===== src/design/dmsc_pkg.sv =====
// Shared types, constants and helper functions of the Bayer demosaic block.
package dmsc_pkg;

  localparam int MAX_WIDTH  = 2048;
  localparam int MAX_HEIGHT = 4096;
  localparam int COL_W      = $clog2(MAX_WIDTH);
  localparam int ROW_W      = $clog2(MAX_HEIGHT);
  localparam int WID_W      = 12;
  localparam int HGT_W      = 13;
  localparam int CFG_IDX_W  = 2;
  localparam int CFG_DAT_W  = 13;
  localparam int WIN_N      = 9;
  localparam int MEM_AW     = 2 + COL_W;
  localparam int FIFO_DEPTH = 4;
  localparam int FIFO_AW    = $clog2(FIFO_DEPTH);
  localparam int RECIP3     = 683;
  localparam int RECIP3_SH  = 11;

  typedef enum logic [CFG_IDX_W-1:0] {
    REG_PATTERN    = 2'd0,
    REG_INTERLACED = 2'd1,
    REG_WIDTH      = 2'd2,
    REG_HEIGHT     = 2'd3
  } cfg_reg_t;

  localparam logic CMD_RAW   = 1'b0;
  localparam logic CMD_FLUSH = 1'b1;

  localparam logic [1:0] COL_RED   = 2'd0;
  localparam logic [1:0] COL_GREEN = 2'd1;
  localparam logic [1:0] COL_BLUE  = 2'd2;

  // window slots, row-major over dy,dx in {-1,0,1}
  localparam int W_UL = 0, W_UP = 1, W_UR = 2, W_LF = 3, W_CT = 4;
  localparam int W_RT = 5, W_DL = 6, W_DN = 7, W_DR = 8;

  typedef struct packed {
    logic              emit;
    logic              store;
    logic              last;
    logic [COL_W-1:0]  x;
    logic [1:0]        y;
    logic [1:0]        c_col;
    logic [1:0]        a_col;
    logic [1:0]        b_col;
    logic [WIN_N-1:0]  mask_a;
    logic [WIN_N-1:0]  mask_b;
    logic [7:0]        data;
    logic [COL_W-1:0]  wcol;
    logic [1:0]        wrow;
  } work_t;

  function automatic logic [1:0] site_colour(input logic [1:0] pat, input logic xb,
                                             input logic yb);
    logic [1:0] k;
    begin
      k = {~yb, ~xb};
      unique case ({pat, k})
        4'h0: site_colour = COL_RED;   4'h1: site_colour = COL_GREEN;
        4'h2: site_colour = COL_GREEN; 4'h3: site_colour = COL_BLUE;
        4'h4: site_colour = COL_GREEN; 4'h5: site_colour = COL_RED;
        4'h6: site_colour = COL_BLUE;  4'h7: site_colour = COL_GREEN;
        4'h8: site_colour = COL_BLUE;  4'h9: site_colour = COL_GREEN;
        4'hA: site_colour = COL_GREEN; 4'hB: site_colour = COL_RED;
        4'hC: site_colour = COL_GREEN; 4'hD: site_colour = COL_BLUE;
        4'hE: site_colour = COL_RED;   4'hF: site_colour = COL_GREEN;
        default: site_colour = COL_RED;
      endcase
    end
  endfunction

  function automatic logic [COL_W-1:0] win_col(input logic [COL_W-1:0] x,
                                               input logic [3:0] k);
    begin
      unique case (k)
        4'd0, 4'd3, 4'd6: win_col = x - COL_W'(1);
        4'd2, 4'd5, 4'd8: win_col = x + COL_W'(1);
        default:          win_col = x;
      endcase
    end
  endfunction

  function automatic logic [1:0] win_row(input logic [1:0] y, input logic [3:0] k);
    begin
      unique case (k)
        4'd0, 4'd1, 4'd2: win_row = y - 2'd1;
        4'd6, 4'd7, 4'd8: win_row = y + 2'd1;
        default:          win_row = y;
      endcase
    end
  endfunction

endpackage


===== src/design/dmsc_fifo.sv =====
// Short work queue between the front end and the back end.
module dmsc_fifo (
  input  logic            clk,
  input  logic            rst_n,
  input  logic            push,
  input  dmsc_pkg::work_t push_item,
  output logic            full,
  input  logic            pop,
  output dmsc_pkg::work_t head,
  output logic            empty
);

  dmsc_pkg::work_t                 q_r [dmsc_pkg::FIFO_DEPTH];
  logic [dmsc_pkg::FIFO_AW-1:0]    wp_r, rp_r;
  logic [dmsc_pkg::FIFO_AW:0]      cnt_r;

  assign full  = cnt_r == (dmsc_pkg::FIFO_AW+1)'(dmsc_pkg::FIFO_DEPTH);
  assign empty = cnt_r == '0;
  assign head  = q_r[rp_r];

  always_ff @(posedge clk) begin
    if (push) q_r[wp_r] <= push_item;
  end

  always_ff @(posedge clk) begin
    if (!rst_n) begin
      wp_r  <= '0;
      rp_r  <= '0;
      cnt_r <= '0;
    end else begin
      if (push) wp_r <= wp_r + dmsc_pkg::FIFO_AW'(1);
      if (pop)  rp_r <= rp_r + dmsc_pkg::FIFO_AW'(1);
      if (push && !pop) cnt_r <= cnt_r + (dmsc_pkg::FIFO_AW+1)'(1);
      else if (pop && !push) cnt_r <= cnt_r - (dmsc_pkg::FIFO_AW+1)'(1);
    end
  end

  a_no_overflow: assert property (@(posedge clk) disable iff (!rst_n) push |-> !full || pop)
    else $error("queue overflow");
  a_no_underflow: assert property (@(posedge clk) disable iff (!rst_n) pop |-> !empty)
    else $error("queue underflow");
  a_cnt_bound: assert property (@(posedge clk) disable iff (!rst_n)
    cnt_r <= (dmsc_pkg::FIFO_AW+1)'(dmsc_pkg::FIFO_DEPTH))
    else $error("queue count out of range");

endmodule


===== config.mk =====
export PLATFORM = sky130hd
export DESIGN_NAME = dmsc_fifo
export DESIGN_NICKNAME = d
export VERILOG_FILES = /design/src/design/dmsc_pkg.sv /design/src/design/dmsc_fifo.sv
export SDC_FILE = /design/constraint.sdc
export NUM_CORES = 1
export LEC_CHECK = 0
export BUFFER_PORTS_ARGS = -buffer_cell sky130_fd_sc_hd__buf_2
export CORE_MARGIN = 4
export CORE_UTILIZATION = 45
export CTS_CLUSTER_DIAMETER = 200
export DETAILED_ROUTE_END_ITERATION = 8
export MAX_ROUTING_LAYER = met4
export PLACE_DENSITY = 0.67
export SETUP_SLACK_MARGIN = 0.4
export SKIP_LAST_GASP = 1
export SLEW_MARGIN = 20
export SYNTH_ARGS = -nofsm -noshare
export SYNTH_HDL_FRONTEND = slang
export SYNTH_SLANG_ARGS = --single-unit

===== constraint.sdc =====
create_clock -name clk -period 2.4 [get_ports clk]
set_clock_uncertainty 0.1 [all_clocks]
set_input_delay 0.12 -clock clk [delete_from_list [all_inputs] [get_ports clk]]
set_output_delay 0.12 -clock clk [all_outputs]
set_load 0.01 [all_outputs]

======== Yosys cells after proc, flatten, opt, wreduce, memory -nomap -nowiden ========
Memory sizes are Yosys's and may differ from the RTL's. A register that Yosys moved wholly into a read port is not among the register bits.
Cells that the tools add are included.
Widths: inputs -> output; s select.
cells by class
  $add $sub $neg .......................... 4
  eq/ne operators ......................... 1
  muxes and demuxes ....................... 6
  reductions and logical operators ........ 6
operators with widths
  kind                 count
  $mux 3               2
  $add 2x1->2 const B  2
  $mux 2               2
  $add 3x1->3 const B  1
  $eq 3x3->1 const B   1
  $logic_not 3->1      1
  $sub 3x1->3 const B  1
  $logic_and 1x1->1    2
  $logic_not 1->1      2
  $mux 1               2
  $reduce_bool 2->1    1
storage, ports and cells
  bits in registers ....................... 7
  RAM bits ................................ 244
  bits of input ports ..................... 65
  output and inout port bits .............. 63
  word-level logic and storage cells ...... 21
  memories kept ........................... 1
memories
  name  words  width  read ports  clocked after memory_dff  write ports  line             RTL
  q_r   4      61     1           1                         1            dmsc_fifo.sv:13  dmsc_pkg::work_t q_r [dmsc_pkg::FIFO_DEPTH];

======== Depth between registers and ports, before layout ========
  word-level depth ........................ 4
  mapped depth ............................ 7
  depth with buffers taken out ............ 7

======== Worst setup path before layout ========
OpenSTA, ideal clock, no wires.
  kind .................................... register to register
  start point ............................. register wp_r[0] (netlist bit)
  end point ............................... memory q_r[2][0] (netlist bit) (enable)
  library setup time ...................... 0.425 ns
  data arrival time ....................... 1.979 ns
  required time ........................... 1.875 ns
  setup slack ............................. -0.104 ns
  stages on the path, launching flop included .. 4
  path buffers ............................ 0
  clock period less this slack ............ 2.504 ns
  cell sequence ........................... dfxtp_1 -> inv_1 -> ha_1 -> and2_1
RTL lines
  element                 line             RTL
  start, declared         dmsc_fifo.sv:14  logic [dmsc_pkg::FIFO_AW-1:0] wp_r, rp_r;
  start signal, assigned  dmsc_fifo.sv:31  if (push) wp_r <= wp_r + dmsc_pkg::FIFO_AW'(1);
  end, declared           dmsc_fifo.sv:13
No word-level cell before the write port.

==> flow_summary.yaml <==
sta:
  finalCriticalPeriod_ns: 2.10
  slew_headroom: 0.777
  timing.final.crit_share: 0.876
  worst_pin_slew_ns: 0.334
  setup_viol: 0
  hold_viol_final: 0
  maxSlewViolCount: 0
  rsz0062_at_grt: "true"
  hold_slack_ns: 0.254
  fmax_mhz: 476
  setup_tns_ns: 0
power_and_ir_drop:
  peakVddDrop_uv: 664
  finalPower_mw: 10.1
  p_leak_nw: 4.19
  power.density_mw_per_mm2: 829
clock_network:
  cts_buffer_depth: 3
  cts.clk_slew.worst_paths_ns: 0.06
  cts_made_buffers: 26
  root_buffer: "clkbuf_16"
  cts_tree: "yes"
  clk_latency_ns: 0.51
  cts.sinks: 253
  h-tree-depth: 1
yosys:
  ys_ff_latch: 253
  synth_common_cells: "edfxtp_1, mux4_2, and2_1, dfxtp_1"
  yosys-top-cells-area: "edfxtp_1, mux4_2, dfxtp_1, buf_12, ha_1"
  synth-seq-area-share: 0.806
  async_flop_share: 0
  ys_warn_count: 0
  syn_area_mm2: 0.00932
  synthCells: 362
  synth_area_per_cell_um2: 25.7
  synthFlopType: "edfxtp_1"
  synth_nets: 433
  synth.most_common_cell: "edfxtp_1"
  synth_edf_count: 244
  synth_cell_types: 22
  yosys.area.top_type_share: 0.787
  yosysTopAreaCell: "edfxtp_1"
routing:
  postRouteAntennaNets: 0
  wl_per_cell_um: 20.4
  vias_per_cell: 5.09
  drc: 0
  wl_mm: 18.0
  drt_pass1_iterations: 4
  vias: 4491
  drt_iter0_drc: 291
place:
  dp_hpwl_mm: 10.1
  port_buffers: 127
  gp_congestion: 0.698
cells_and_area:
  final_util: 0.598
  num-nets-final: 664
  drive_above_1_share: 0.411
  diodes: 0
  area_growth_pct: 30.3
global_route:
  grt_pass1_wl_mm: 28.2
  grt_max_degree: 42
  overflow: 0
  grt_usage: 0.161
  antenna_found_initial: 0
  grt_pass1_vias: 4999
floorplanning:
  dieArea_mm2: 0.0231
  initial_core_util: 0.459
  die_w_um: 152
  die_h_um: 152
  core_mm2: 0.0203
  io_pins: 128
  row_count: 52
min_path:
  min_from: "push_item[43]"
  holdPathStages: 2
  holdPathEnd: "q_r[2][43]"
  min_path_type: "in -> reg"
setup_path:
  worstPathCellList: "buf_12, buf_12, buf_16, mux4_2, buf_6"
  r2r-start: "wp_r[0]"
  cp_slowest_cell: "mux4_2"
  reg2reg_to: "q_r[0][50]"
  worst_path_largest_cell_delay_ns: 0.51
  critical_path.most_common_cell: "buf_12"
  r2r_cells: 4
  cp_data_arrival_time_ns: 1.88
  r2r_slack_ns: 0.67
  cp-start-kind: "register"
  setup.worst_path.class: "reg -> out"
  end_kind: "output port"
  cp.required_ns: 2.18
  cp_max_fo: 5
job:
  drv_cap: 0
outcome:
  status: "complete, no violations"
[flip-flops by register name, summed over array words and instances, names as in the netlist, named ones only]
signal	flops
cnt_r	3
q_r	244
rp_r	2
wp_r	2
[through the flow]
step,cells,cell area (um2),setup WS (ns)
global route,883,12100,0.229
floorplan,362,9320,0.558
CTS,883,12100,0.257
global placement,757,10300,0.541
detailed placement,757,10300,0.465
finish,883,12100,0.297
[cell usage in the layout (no fill, tap or decap)]
cell | Yosys | layout
dfxtp_1 | 9 | 7
dlygate4sd3_1 | 0 | 65
and2_4 | 0 | 4
ha_1 | 5 | 5
nand2_1 | 1 | 1
xnor2_1 | 2 | 2
o21ai_0 | 1 | 1
buf_8 | 0 | 2
nor2b_1 | 2 | 2
clkinvlp_4 | 0 | 1
inv_6 | 0 | 1
buf_16 | 0 | 6
a21boi_1 | 0 | 1
clkbuf_16 | 0 | 27
bufinv_16 | 0 | 1
inv_1 | 4 | 4
edfxtp_1 | 244 | 244
buf_12 | 6 | 8
buf_6 | 1 | 22
buf_4 | 0 | 8
nor3b_1 | 1 | 1
buf_2 | 6 | 106
dfxtp_4 | 0 | 2
clkinv_1 | 0 | 5
clkinv_2 | 0 | 3
mux4_2 | 60 | 61
or3_1 | 1 | 1
nor3_1 | 1 | 1
mux2i_1 | 2 | 2
xor2_1 | 3 | 3
fa_1 | 1 | 1
and2_1 | 9 | 5
clkbuf_1 | 0 | 10
[cell type report]
type                            instances  area, um2
Multi-Input combinational cell         91       1630
Sequential cell                       253       7510
Fill cell                            1470       8160
Tap cell                              270        338
Inverter                                4       15.0
Clock inverter                         11       80.1
Clock buffer                           37        713
Timing Repair Buffer                  217       1840
[kinds of logic after synthesis]
kind of cell    synth area share
simple gates             0.00980
fa+ha+maj                0.00887
compound gates           0.00134
buf+inv                   0.0193
flops                      0.806
xor+xnor                 0.00470
mux                        0.150
[report_power, final]
part	switching, mW	leakage, nW	internal [mW]	total, mW
combinational	0.563	1.49	0.663	1.23
clock	1.53	0.383	2.17	3.70
sequential	0.0678	2.32	5.07	5.14
[timing repair]
item                                    4_1_cts  5_1_grt
hold buffers                                 65        0
endpoints found under the setup margin       61       62
gates cloned                                  5        0
endpoints found under the hold margin       253        0
buffers inserted                              8        0
resized for setup                            27        6
[how the worst max path moves through the flow]
| stage | depth (start not counted) | start | slack (ns) | end |
|---|---|---|---|---|
| after floorplan | 3 | wp_r[0] | 0.56 | q_r[2][0] |
| after global placement | 3 | register | 0.54 | head[56] |
| after detailed placement | 7 | push | 0.46 | cnt_r[2] |
| after CTS | 5 | register | 0.26 | head[15] |
| after global routing | 5 | register | 0.23 | head[8] |
| final | 5 | register | 0.30 | head[8] |
[layer usage]
metal / up-vias / routed length (um) / track usage
met1: 2308 / 7500 / 0.202
met5: - / 0 / -
met4: 0 / 388 / 0.0342
li1: 2015 / - / -
met3: 36 / 799 / 0.0310
met2: 132 / 9340 / 0.275
[critical path: cells and delay by family (launching register included)]
kind,cells,cell delay [ns]
buffers and inverters,4,0.49
flip-flops,1,0.37
multiplexers,1,0.51
(Power assumes the default switching activity.)
