[config.mk]
export PLATFORM = sky130hd
export DESIGN_NAME = dmsc_front
export DESIGN_NICKNAME = d
export VERILOG_FILES = /design/src/design/dmsc_pkg.sv /design/src/design/dmsc_front.sv
export SDC_FILE = /design/constraint.sdc
export NUM_CORES = 1
export LEC_CHECK = 0
export BUFFER_PORTS_ARGS = -buffer_cell sky130_fd_sc_hd__clkbuf_2
export CAP_MARGIN = 0
export CORE_MARGIN = 2
export CORE_UTILIZATION = 54
export DETAILED_ROUTE_END_ITERATION = 8
export GPL_TIMING_DRIVEN = 0
export PLACE_DENSITY = 0.75
export REMOVE_ABC_BUFFERS = 1
export SETUP_SLACK_MARGIN = 0.02
export SYNTH_ARGS = -nofsm -noshare
export SYNTH_HDL_FRONTEND = slang
export SYNTH_SLANG_ARGS = --single-unit
[constraint.sdc]
create_clock -name clk -period 6.1 [get_ports clk]
set_clock_uncertainty 0.15 [all_clocks]
set_input_delay 0.305 -clock clk [delete_from_list [all_inputs] [get_ports clk]]
set_output_delay 0.305 -clock clk [all_outputs]
set_load 0.03 [all_outputs]
[src/design/dmsc_pkg.sv]
// Shared types, constants and helper functions of the Bayer demosaic block.
package dmsc_pkg;

  localparam int MAX_WIDTH  = 2048;
  localparam int MAX_HEIGHT = 4096;
  localparam int COL_W      = $clog2(MAX_WIDTH);
  localparam int ROW_W      = $clog2(MAX_HEIGHT);
  localparam int WID_W      = 12;
  localparam int HGT_W      = 13;
  localparam int CFG_IDX_W  = 2;
  localparam int CFG_DAT_W  = 13;
  localparam int WIN_N      = 9;
  localparam int MEM_AW     = 2 + COL_W;
  localparam int FIFO_DEPTH = 4;
  localparam int FIFO_AW    = $clog2(FIFO_DEPTH);
  localparam int RECIP3     = 683;
  localparam int RECIP3_SH  = 11;

  typedef enum logic [CFG_IDX_W-1:0] {
    REG_PATTERN    = 2'd0,
    REG_INTERLACED = 2'd1,
    REG_WIDTH      = 2'd2,
    REG_HEIGHT     = 2'd3
  } cfg_reg_t;

  localparam logic CMD_RAW   = 1'b0;
  localparam logic CMD_FLUSH = 1'b1;

  localparam logic [1:0] COL_RED   = 2'd0;
  localparam logic [1:0] COL_GREEN = 2'd1;
  localparam logic [1:0] COL_BLUE  = 2'd2;

  // window slots, row-major over dy,dx in {-1,0,1}
  localparam int W_UL = 0, W_UP = 1, W_UR = 2, W_LF = 3, W_CT = 4;
  localparam int W_RT = 5, W_DL = 6, W_DN = 7, W_DR = 8;

  typedef struct packed {
    logic              emit;
    logic              store;
    logic              last;
    logic [COL_W-1:0]  x;
    logic [1:0]        y;
    logic [1:0]        c_col;
    logic [1:0]        a_col;
    logic [1:0]        b_col;
    logic [WIN_N-1:0]  mask_a;
    logic [WIN_N-1:0]  mask_b;
    logic [7:0]        data;
    logic [COL_W-1:0]  wcol;
    logic [1:0]        wrow;
  } work_t;

  function automatic logic [1:0] site_colour(input logic [1:0] pat, input logic xb,
                                             input logic yb);
    logic [1:0] k;
    begin
      k = {~yb, ~xb};
      unique case ({pat, k})
        4'h0: site_colour = COL_RED;   4'h1: site_colour = COL_GREEN;
        4'h2: site_colour = COL_GREEN; 4'h3: site_colour = COL_BLUE;
        4'h4: site_colour = COL_GREEN; 4'h5: site_colour = COL_RED;
        4'h6: site_colour = COL_BLUE;  4'h7: site_colour = COL_GREEN;
        4'h8: site_colour = COL_BLUE;  4'h9: site_colour = COL_GREEN;
        4'hA: site_colour = COL_GREEN; 4'hB: site_colour = COL_RED;
        4'hC: site_colour = COL_GREEN; 4'hD: site_colour = COL_BLUE;
        4'hE: site_colour = COL_RED;   4'hF: site_colour = COL_GREEN;
        default: site_colour = COL_RED;
      endcase
    end
  endfunction

  function automatic logic [COL_W-1:0] win_col(input logic [COL_W-1:0] x,
                                               input logic [3:0] k);
    begin
      unique case (k)
        4'd0, 4'd3, 4'd6: win_col = x - COL_W'(1);
        4'd2, 4'd5, 4'd8: win_col = x + COL_W'(1);
        default:          win_col = x;
      endcase
    end
  endfunction

  function automatic logic [1:0] win_row(input logic [1:0] y, input logic [3:0] k);
    begin
      unique case (k)
        4'd0, 4'd1, 4'd2: win_row = y - 2'd1;
        4'd6, 4'd7, 4'd8: win_row = y + 2'd1;
        default:          win_row = y;
      endcase
    end
  endfunction

endpackage

[src/design/dmsc_front.sv]
// Front end: configuration, stream counters and per-transaction classification.
module dmsc_front (
  input  logic                              clk,
  input  logic                              rst_n,
  input  logic                              in_valid,
  output logic                              in_ready,
  input  logic                              in_command,
  input  logic [7:0]                        in_raw,
  input  logic                              cfg_valid,
  output logic                              cfg_ready,
  input  logic [dmsc_pkg::CFG_IDX_W-1:0]    cfg_index,
  input  logic [dmsc_pkg::CFG_DAT_W-1:0]    cfg_data,
  input  logic                              fifo_full,
  output logic                              fifo_push,
  output dmsc_pkg::work_t                   fifo_item
);

  logic [1:0]                   pattern_r;
  logic                         interlaced_r;
  logic [dmsc_pkg::WID_W-1:0]   width_r;
  logic [dmsc_pkg::HGT_W-1:0]   height_r;
  logic [dmsc_pkg::COL_W-1:0]   in_col_r, out_col_r;
  logic [dmsc_pkg::ROW_W-1:0]   in_row_r, out_row_r;
  logic                         in_done_r;
  logic [dmsc_pkg::HGT_W-1:0]   diff_r;

  logic [dmsc_pkg::WID_W-1:0]   w;
  logic [dmsc_pkg::HGT_W-1:0]   h;
  logic                         fire, emit, store, last, up, dn, lf, rt;
  logic [1:0]                   c_col, h_col;
  logic [dmsc_pkg::COL_W-1:0]   half, sub, wcol;
  logic [dmsc_pkg::WID_W-1:0]   in_col_inc, out_col_inc;
  logic [dmsc_pkg::HGT_W-1:0]   in_row_inc, out_row_inc;
  dmsc_pkg::work_t              it;

  assign cfg_ready = 1'b1;
  assign in_ready  = ~fifo_full;
  assign fire      = in_valid & in_ready;

  always_comb begin
    if (width_r < dmsc_pkg::WID_W'(2)) w = dmsc_pkg::WID_W'(2);
    else if (width_r > dmsc_pkg::WID_W'(dmsc_pkg::MAX_WIDTH))
      w = dmsc_pkg::WID_W'(dmsc_pkg::MAX_WIDTH);
    else w = width_r;
    if (height_r < dmsc_pkg::HGT_W'(2)) h = dmsc_pkg::HGT_W'(2);
    else if (height_r > dmsc_pkg::HGT_W'(dmsc_pkg::MAX_HEIGHT))
      h = dmsc_pkg::HGT_W'(dmsc_pkg::MAX_HEIGHT);
    else h = height_r;
  end

  assign in_col_inc  = dmsc_pkg::WID_W'(in_col_r) + dmsc_pkg::WID_W'(1);
  assign out_col_inc = dmsc_pkg::WID_W'(out_col_r) + dmsc_pkg::WID_W'(1);
  assign in_row_inc  = dmsc_pkg::HGT_W'(in_row_r) + dmsc_pkg::HGT_W'(1);
  assign out_row_inc = dmsc_pkg::HGT_W'(out_row_r) + dmsc_pkg::HGT_W'(1);

  assign emit  = in_done_r | (diff_r >= {w, 1'b0});
  assign store = (in_command == dmsc_pkg::CMD_RAW) & ~in_done_r;
  assign last  = (out_row_inc == h) & (out_col_inc == w);
  assign up    = out_row_r != '0;
  assign dn    = out_row_inc < h;
  assign lf    = out_col_r != '0;
  assign rt    = out_col_inc < w;
  assign c_col = dmsc_pkg::site_colour(pattern_r, out_col_r[0], out_row_r[0]);
  assign h_col = dmsc_pkg::site_colour(pattern_r, ~out_col_r[0], out_row_r[0]);

  assign half = w[dmsc_pkg::COL_W:1];
  assign sub  = in_col_r - half;
  always_comb begin
    if (!interlaced_r) wcol = in_col_r;
    else if (in_col_r < half) wcol = {in_col_r[dmsc_pkg::COL_W-2:0], 1'b1};
    else wcol = {sub[dmsc_pkg::COL_W-2:0], 1'b0};
  end

  always_comb begin
    it        = '0;
    it.emit   = emit;
    it.store  = store;
    it.last   = last;
    it.x      = out_col_r;
    it.y      = out_row_r[1:0];
    it.c_col  = c_col;
    it.data   = in_raw;
    it.wcol   = wcol;
    it.wrow   = in_row_r[1:0];
    if (c_col != dmsc_pkg::COL_GREEN) begin
      it.a_col = dmsc_pkg::COL_GREEN;
      it.b_col = dmsc_pkg::COL_BLUE - c_col;
      it.mask_a[dmsc_pkg::W_UP] = up;
      it.mask_a[dmsc_pkg::W_DN] = dn;
      it.mask_a[dmsc_pkg::W_LF] = lf;
      it.mask_a[dmsc_pkg::W_RT] = rt;
      it.mask_b[dmsc_pkg::W_DR] = dn & rt;
      it.mask_b[dmsc_pkg::W_UL] = up & lf;
      it.mask_b[dmsc_pkg::W_DL] = dn & lf;
      it.mask_b[dmsc_pkg::W_UR] = up & rt;
    end else begin
      it.a_col = h_col;
      it.b_col = dmsc_pkg::COL_BLUE - h_col;
      it.mask_a[dmsc_pkg::W_RT] = rt;
      it.mask_a[dmsc_pkg::W_LF] = lf;
      it.mask_b[dmsc_pkg::W_DN] = dn;
      it.mask_b[dmsc_pkg::W_UP] = up;
    end
  end

  assign fifo_push = fire & (emit | store);
  assign fifo_item = it;

  always_ff @(posedge clk) begin
    if (!rst_n) begin
      pattern_r    <= '0;
      interlaced_r <= 1'b0;
      width_r      <= dmsc_pkg::WID_W'(640);
      height_r     <= dmsc_pkg::HGT_W'(480);
      in_col_r     <= '0;
      in_row_r     <= '0;
      out_col_r    <= '0;
      out_row_r    <= '0;
      in_done_r    <= 1'b0;
      diff_r       <= '0;
    end else if (cfg_valid && cfg_ready) begin
      unique case (dmsc_pkg::cfg_reg_t'(cfg_index))
        dmsc_pkg::REG_PATTERN:    pattern_r    <= cfg_data[1:0];
        dmsc_pkg::REG_INTERLACED: interlaced_r <= cfg_data[0];
        dmsc_pkg::REG_WIDTH:      width_r      <= cfg_data[dmsc_pkg::WID_W-1:0];
        dmsc_pkg::REG_HEIGHT:     height_r     <= cfg_data;
        default: ;
      endcase
      in_col_r  <= '0;
      in_row_r  <= '0;
      out_col_r <= '0;
      out_row_r <= '0;
      in_done_r <= 1'b0;
      diff_r    <= '0;
    end else if (fire) begin
      if (emit && last) begin
        in_col_r  <= '0;
        in_row_r  <= '0;
        out_col_r <= '0;
        out_row_r <= '0;
        in_done_r <= 1'b0;
        diff_r    <= '0;
      end else begin
        if (emit) begin
          if (out_col_inc >= w) begin
            out_col_r <= '0;
            out_row_r <= out_row_inc[dmsc_pkg::ROW_W-1:0];
          end else begin
            out_col_r <= out_col_inc[dmsc_pkg::COL_W-1:0];
          end
        end
        if (emit && !store) diff_r <= diff_r - dmsc_pkg::HGT_W'(1);
        else if (!emit && store) diff_r <= diff_r + dmsc_pkg::HGT_W'(1);
        if (store) begin
          if (in_col_inc >= w) begin
            in_col_r <= '0;
            if (in_row_inc >= h) begin
              in_row_r  <= '0;
              in_done_r <= 1'b1;
            end else begin
              in_row_r <= in_row_inc[dmsc_pkg::ROW_W-1:0];
            end
          end else begin
            in_col_r <= in_col_inc[dmsc_pkg::COL_W-1:0];
          end
        end
      end
    end
  end

endmodule

# Word-level counts from Yosys, hierarchy flattened
# Memories as Yosys holds them, arrays and structs flattened.
# Index checks and enable logic that the tools add are counted.
# totals
register_bits	88
rom_bits	64
in_bits	29
elab_cells	114
n_memories	2
# op_classes
addsub	9
n_lt_le_gt_ge	11
n_eq_ne	6
n_mux	35
bitwise_logic	16
n_reduce_logical	25
# memory_table
name	words	width	read_ports	rd_clocked_by_memory_dff	write_ports	line_no	rtl
(no name shown)	16	2	1	0	0	dmsc_pkg.sv:58	unique case ({pat, k})
(no name shown)	16	2	1	0	0	dmsc_pkg.sv:58	
# ops
operator	n
12-bit 2-to-1 mux	9
11-bit 2-to-1 mux	8
13-bit 2-to-1 mux	5
12-bit by 1-bit adder with 13-bit output (second input constant)	2
13-bit greater-or-equal comparator	2
11-bit by 1-bit adder with 12-bit output (second input constant)	2
12-bit greater-or-equal comparator	2
2-bit AND reduction	7
13-bit by 1-bit adder with 13-bit output (second input constant)	1
13-bit equality test	1
13-bit > comparator (second input constant)	1
13-bit less-than comparator	1
13-bit by 2-bit less-than comparator with 1-bit output (second input constant)	1
13-bit by 1-bit subtractor with 13-bit output (second input constant)	1
12-bit equality test	1
12-bit > comparator (second input constant)	1
12-bit less-than comparator	1
12-bit by 2-bit less-than comparator with 1-bit output (second input constant)	1
1-bit 2-to-1 mux	12
12-bit nonzero test	1
11-bit less-than comparator	1
11-bit nonzero test	1
2-bit nonzero test	5
10-bit subtractor	1
other kinds (15)	34

# Logic depth before layout (Yosys ltp)
# logic_depth
ltp_word	10
depth_mapped	20
depth_no_buf	19

# Worst setup path after synthesis
# Ideal clock, no wire load.
# synth_timing
path_kind	reg2reg
start	register width_r[5] (netlist bit)
end	register diff_r[12] (netlist bit)
setup_time_ns	0.132
t_arrival_ns	4.254
setup_slack_ns	1.563
path_stages_with_launch	21
period_less_slack_ns	4.537
path_cell_list	dfxtp_1 -> nor4_1 -> nand3_1 -> o21ai_0 -> nand2_1 -> ha_1 -> a211oi_2 -> o21a_1 -> a31oi_1 -> a21oi_2 -> buf_6 -> nor2_1 -> ha_1 -> a211oi_1 -> nor2_1 -> o311ai_1 -> nand3_1 -> o41ai_2 -> xor2_1 -> mux2i_1 -> a21oi_1
# synth_between
elab_chain_len	9
# synth_lines
item	line_no	rtl
from (decl)	dmsc_front.sv:20	logic [dmsc_pkg::WID_W-1:0] width_r;
from (signal assigned)	dmsc_front.sv:113	width_r <= dmsc_pkg::WID_W'(640);
from (signal assigned)	dmsc_front.sv:125	dmsc_pkg::REG_WIDTH: width_r <= cfg_data[dmsc_pkg::WID_W-1:0];
12-bit > comparator	dmsc_front.sv:42	else if (width_r > dmsc_pkg::WID_W'(dmsc_pkg::MAX_WIDTH))
12-bit 2-to-1 mux	dmsc_front.sv:42	
12-bit 2-to-1 mux *	dmsc_front.sv:41	if (width_r < dmsc_pkg::WID_W'(2)) w = dmsc_pkg::WID_W'(2);
13-bit greater-or-equal comparator	dmsc_front.sv:56	assign emit = in_done_r | (diff_r >= {w, 1'b0});
1-bit bitwise OR	dmsc_front.sv:56	
1-bit zero test	dmsc_front.sv:153	else if (!emit && store) diff_r <= diff_r + dmsc_pkg::HGT_W'(1);
1-bit logical AND	dmsc_front.sv:153	
3-bit nonzero test (no source line)	n/a	
2-bit AND reduction (no source line)	n/a	
to (signal assigned)	dmsc_front.sv:152	if (emit && !store) diff_r <= diff_r - dmsc_pkg::HGT_W'(1);
to (signal assigned)	dmsc_front.sv:153	
to (decl)	dmsc_front.sv:25	logic [dmsc_pkg::HGT_W-1:0] diff_r;
# Every way passes the cells marked *; elsewhere a longest branch is shown, timed or not.
# A chain may end at the register's enable or synchronous reset.

# Worst setup path after layout
# layout_timing
start	register width_r[1] (netlist bit)
end	register diff_r[12] (netlist bit)
# Same word-level chain as after synthesis.

==> results.cfg <==
[status]
outcome = completed

[worst_setup_path]
rr_worst_depth = 19
startpoint = width_r[1]$_SDFFE_PN0P_
required_ns = 6.13
r2r_slack_ns = 0.50
path_class = flip-flop to flip-flop
worst_ep_arrival_time_ns = 5.64
crit_path_start_kind = flip-flop
regToRegEndpoint = diff_r[12]$_SDFFE_PP0P_
critPathMaxFanout = 13
r2r_start = width_r[1]$_SDFFE_PN0P_
worstSetupEndpointType = flip-flop
crit_end = diff_r[12]$_SDFFE_PP0P_

[routing]
dr.pass1.iters = 5
wirelength_um = 18100
vias = 6547
antenna_left = 0
via_per_inst = 5.80
first_iter_violations = 457
wl_per_cell_um = 16.0
drc = 0

[logic_synthesis]
ys_ff_latch = 88
synth_area_per_cell_um2 = 7.92
synthTopCellsByArea = dfxtp_1 (24%), ha_1 (16%), nand2_1 (6.5%)
async_reset_ff_frac = 0
ys.flop_type = dfxtp_1
seq_area_frac_synth = 0.242
synth_area_um2 = 7270
yosysWarnings = 0
synth_top_area_share = 0.242
synth_cell_type_count = 75
syn_inst = 918
yosys.area.top_type = dfxtp_1
synth_edf_count = 0

[clock_tree]
cts_buffers = 9
clock_sinks = 88
cts_resized = 0
clk_path_buf_depth = 2
clk_pin_slew_worst_paths_ns = 0.07
htree_levels = 3
clk_latency_ns = 0.35
clock-root-buffer = clkbuf_16
cts_hold_buf = 0
tritoncts = built
cts_setup_buffers = 0

[timing]
fin_crit_sh = 0.919
timing.hold.ws_ns = 0.0364
final-hold-violation-count = 0
fmax_ghz = 0.178
setup_viol = 0
tightest_slew_ns = 1.07
maxSlewViolCount = 0
rsz0062_at_grt = false
period_minus_slack_ns = 5.60
fin_tns_setup_ns = 0
slew_headroom = 0.290

[job]
drv_cap = 0

[final_layout]
nets = 1072
utilization = 0.594
fillerInstances = 1269
final_area_um2 = 7830
num_antenna_cells = 0
instances_no_fill = 1128
syn_to_final_growth_pct = 7.76
layout-drive-gt1-share = 0.112

[floorplanning]
die_h_um = 120
start_util = 0.551
ios = 93
chipWidth_um = 120
core.rowCount = 42
core_um2 = 13200
die_area_um2 = 14400

[grt]
met2_usage = 0.411
grt_first_pass_wirelength_um = 30000
antenna_found_initial = 0
grt_pass1_vias = 6019
grt_usage = 0.259
grt_start_max_net_pins = 31
grt.met3_usage = 0.0433
grt_overflow = 0
grt.busiest_layer = met2
met1_usage = 0.356

[worst_hold_path]
worstHoldPathType = input port to flip-flop

[place]
detailed_place_hpwl_um = 13500
dp_cells = 1112
placed_cell_area_um2 = 7510
io_buffers = 67
routabilityCongestion = 0.887

[power_and_ir_drop]
powerDensity_nw_per_um2 = 174
ir_drop_uv = 126
leakagePower_nw = 3.67
==> stage by stage <==
stage | power, W | setup slack [ns]
after detailed placement | 0.000755 | 0.628
after CTS | 0.00137 | 0.512
after global routing | 0.00142 | 0.0241
after floorplan | 0.000707 | 1.54
after global placement | 0.000753 | 0.625
final | 0.00137 | 0.497
==> worst min path at each step <==
stage / from / end / slack, ns / cells past startpoint
final: cfg_data[12] / height_r[12]$_SDFFE_PN0P_ / 0.04 / 3
after global routing: cfg_data[7] / height_r[7]$_SDFFE_PN1P_ / 0.06 / 3
after CTS: cfg_data[12] / height_r[12]$_SDFFE_PN0P_ / 0.03 / 3
after detailed placement: in_row_r[11]$_SDFFE_PP0P_ / in_row_r[11]$_SDFFE_PP0P_ / 0.32 / 1
after global placement: width_r[0]$_SDFFE_PN0P_ / width_r[0]$_SDFFE_PN0P_ / 0.32 / 2
after floorplan: rst_n / height_r[5]$_SDFFE_PN1P_ / 0.23 / 1
==> critical path, stage by stage, from the launching register on <==
cell and delay [ns]:
dfxtp_1 0.32, nor4_1 0.35, nand3_1 0.18, o21ai_0 0.26
nand2_1 0.25, ha_1 0.38, a211oi_2 0.08, o21a_1 0.11
a31oi_1 0.23, a21oi_2 0.22, nor2_1 0.80, ha_1 0.43
a211oi_1 0.26, nor2_1 0.12, o311ai_1 0.31, nand3_1 0.17
o41ai_2 0.28, xor2_1 0.22, mux2i_1 0.21, a21oi_1 0.09
==> synthesized netlist by cell type, drive strengths merged, types with 3 or more instances <==
master and number:
o21ai 33, a211o 3, a21o 14, mux2i 11, a21oi 65, nor4 10, nand2 127, nor2b 12
mux2 5, nand2b 13, a21boi 20, and3 24, dfxtp 88, a211oi 10, nand4 4, xor2 40
xnor2 26, buf 37, and4 3, clkbuf 19, nor2 78, nor3 18, or2 4, inv 29
o21a 14, ha 94, a22o 13, nand3 52, a31oi 3, or3 10
==> layer usage <==
metal	routed length, um	vias to the layer above
met5	0	-
met4	384	0
met3	1050	32
met2	8210	207
met1	8430	3030
li1	-	3278
==> kinds of logic after synthesis <==
logic type	synth area share
mux	0.0229
buf+inv	0.0628
xor+xnor	0.0795
simple gates	0.239
compound gates	0.185
flops	0.242
fa+ha+maj	0.167
other cells	0.00103
==> layout make-up <==
cell class	count	area (um^2)	area share
inverters	30	113	0.0144
clock inverters	7	101	0.0129
clock buffers	9	225	0.0288
repair buffers	67	335	0.0428
flip-flops and latches	88	1760	0.225
well taps	176	220	0.0281
multi-input cells	751	5080	0.648
==> placed cells by master (no fill, tap or decap), types with 11 or more instances in the layout <==
cell / Yosys / final
mux2i_1: 11 / 11
nor3_1: 18 / 18
a21oi_1: 63 / 63
dfxtp_1: 88 / 88
a21o_1: 14 / 14
nand3_1: 52 / 52
inv_1: 28 / 28
ha_1: 94 / 94
and3_1: 24 / 24
xnor2_1: 26 / 26
nand2b_1: 13 / 13
nor2b_1: 12 / 12
nand2_1: 125 / 125
a21boi_0: 20 / 20
o21ai_0: 30 / 30
xor2_1: 40 / 40
clkbuf_2: 0 / 67
nor2_1: 77 / 77
a22o_1: 13 / 13
o21a_1: 14 / 14
==> power breakdown <==
part / total [W] / switching (W) / internal (W)
registers: 0.000590 / 0.00000848 / 0.000582
clock network: 0.000623 / 0.000258 / 0.000364
logic: 0.000154 / 0.000104 / 0.0000503
total: 0.00137 / 0.000370 / 0.000996
==> flip-flops by register name, summed over array words and instances, names as in the netlist <==
register and flops:
in_done_r 1, in_row_r 12, pattern_r 2, width_r 12, out_row_r 12, out_col_r 11, height_r 13, in_col_r 11
interlaced_r 1, diff_r 13
(Power assumes the default switching activity.)
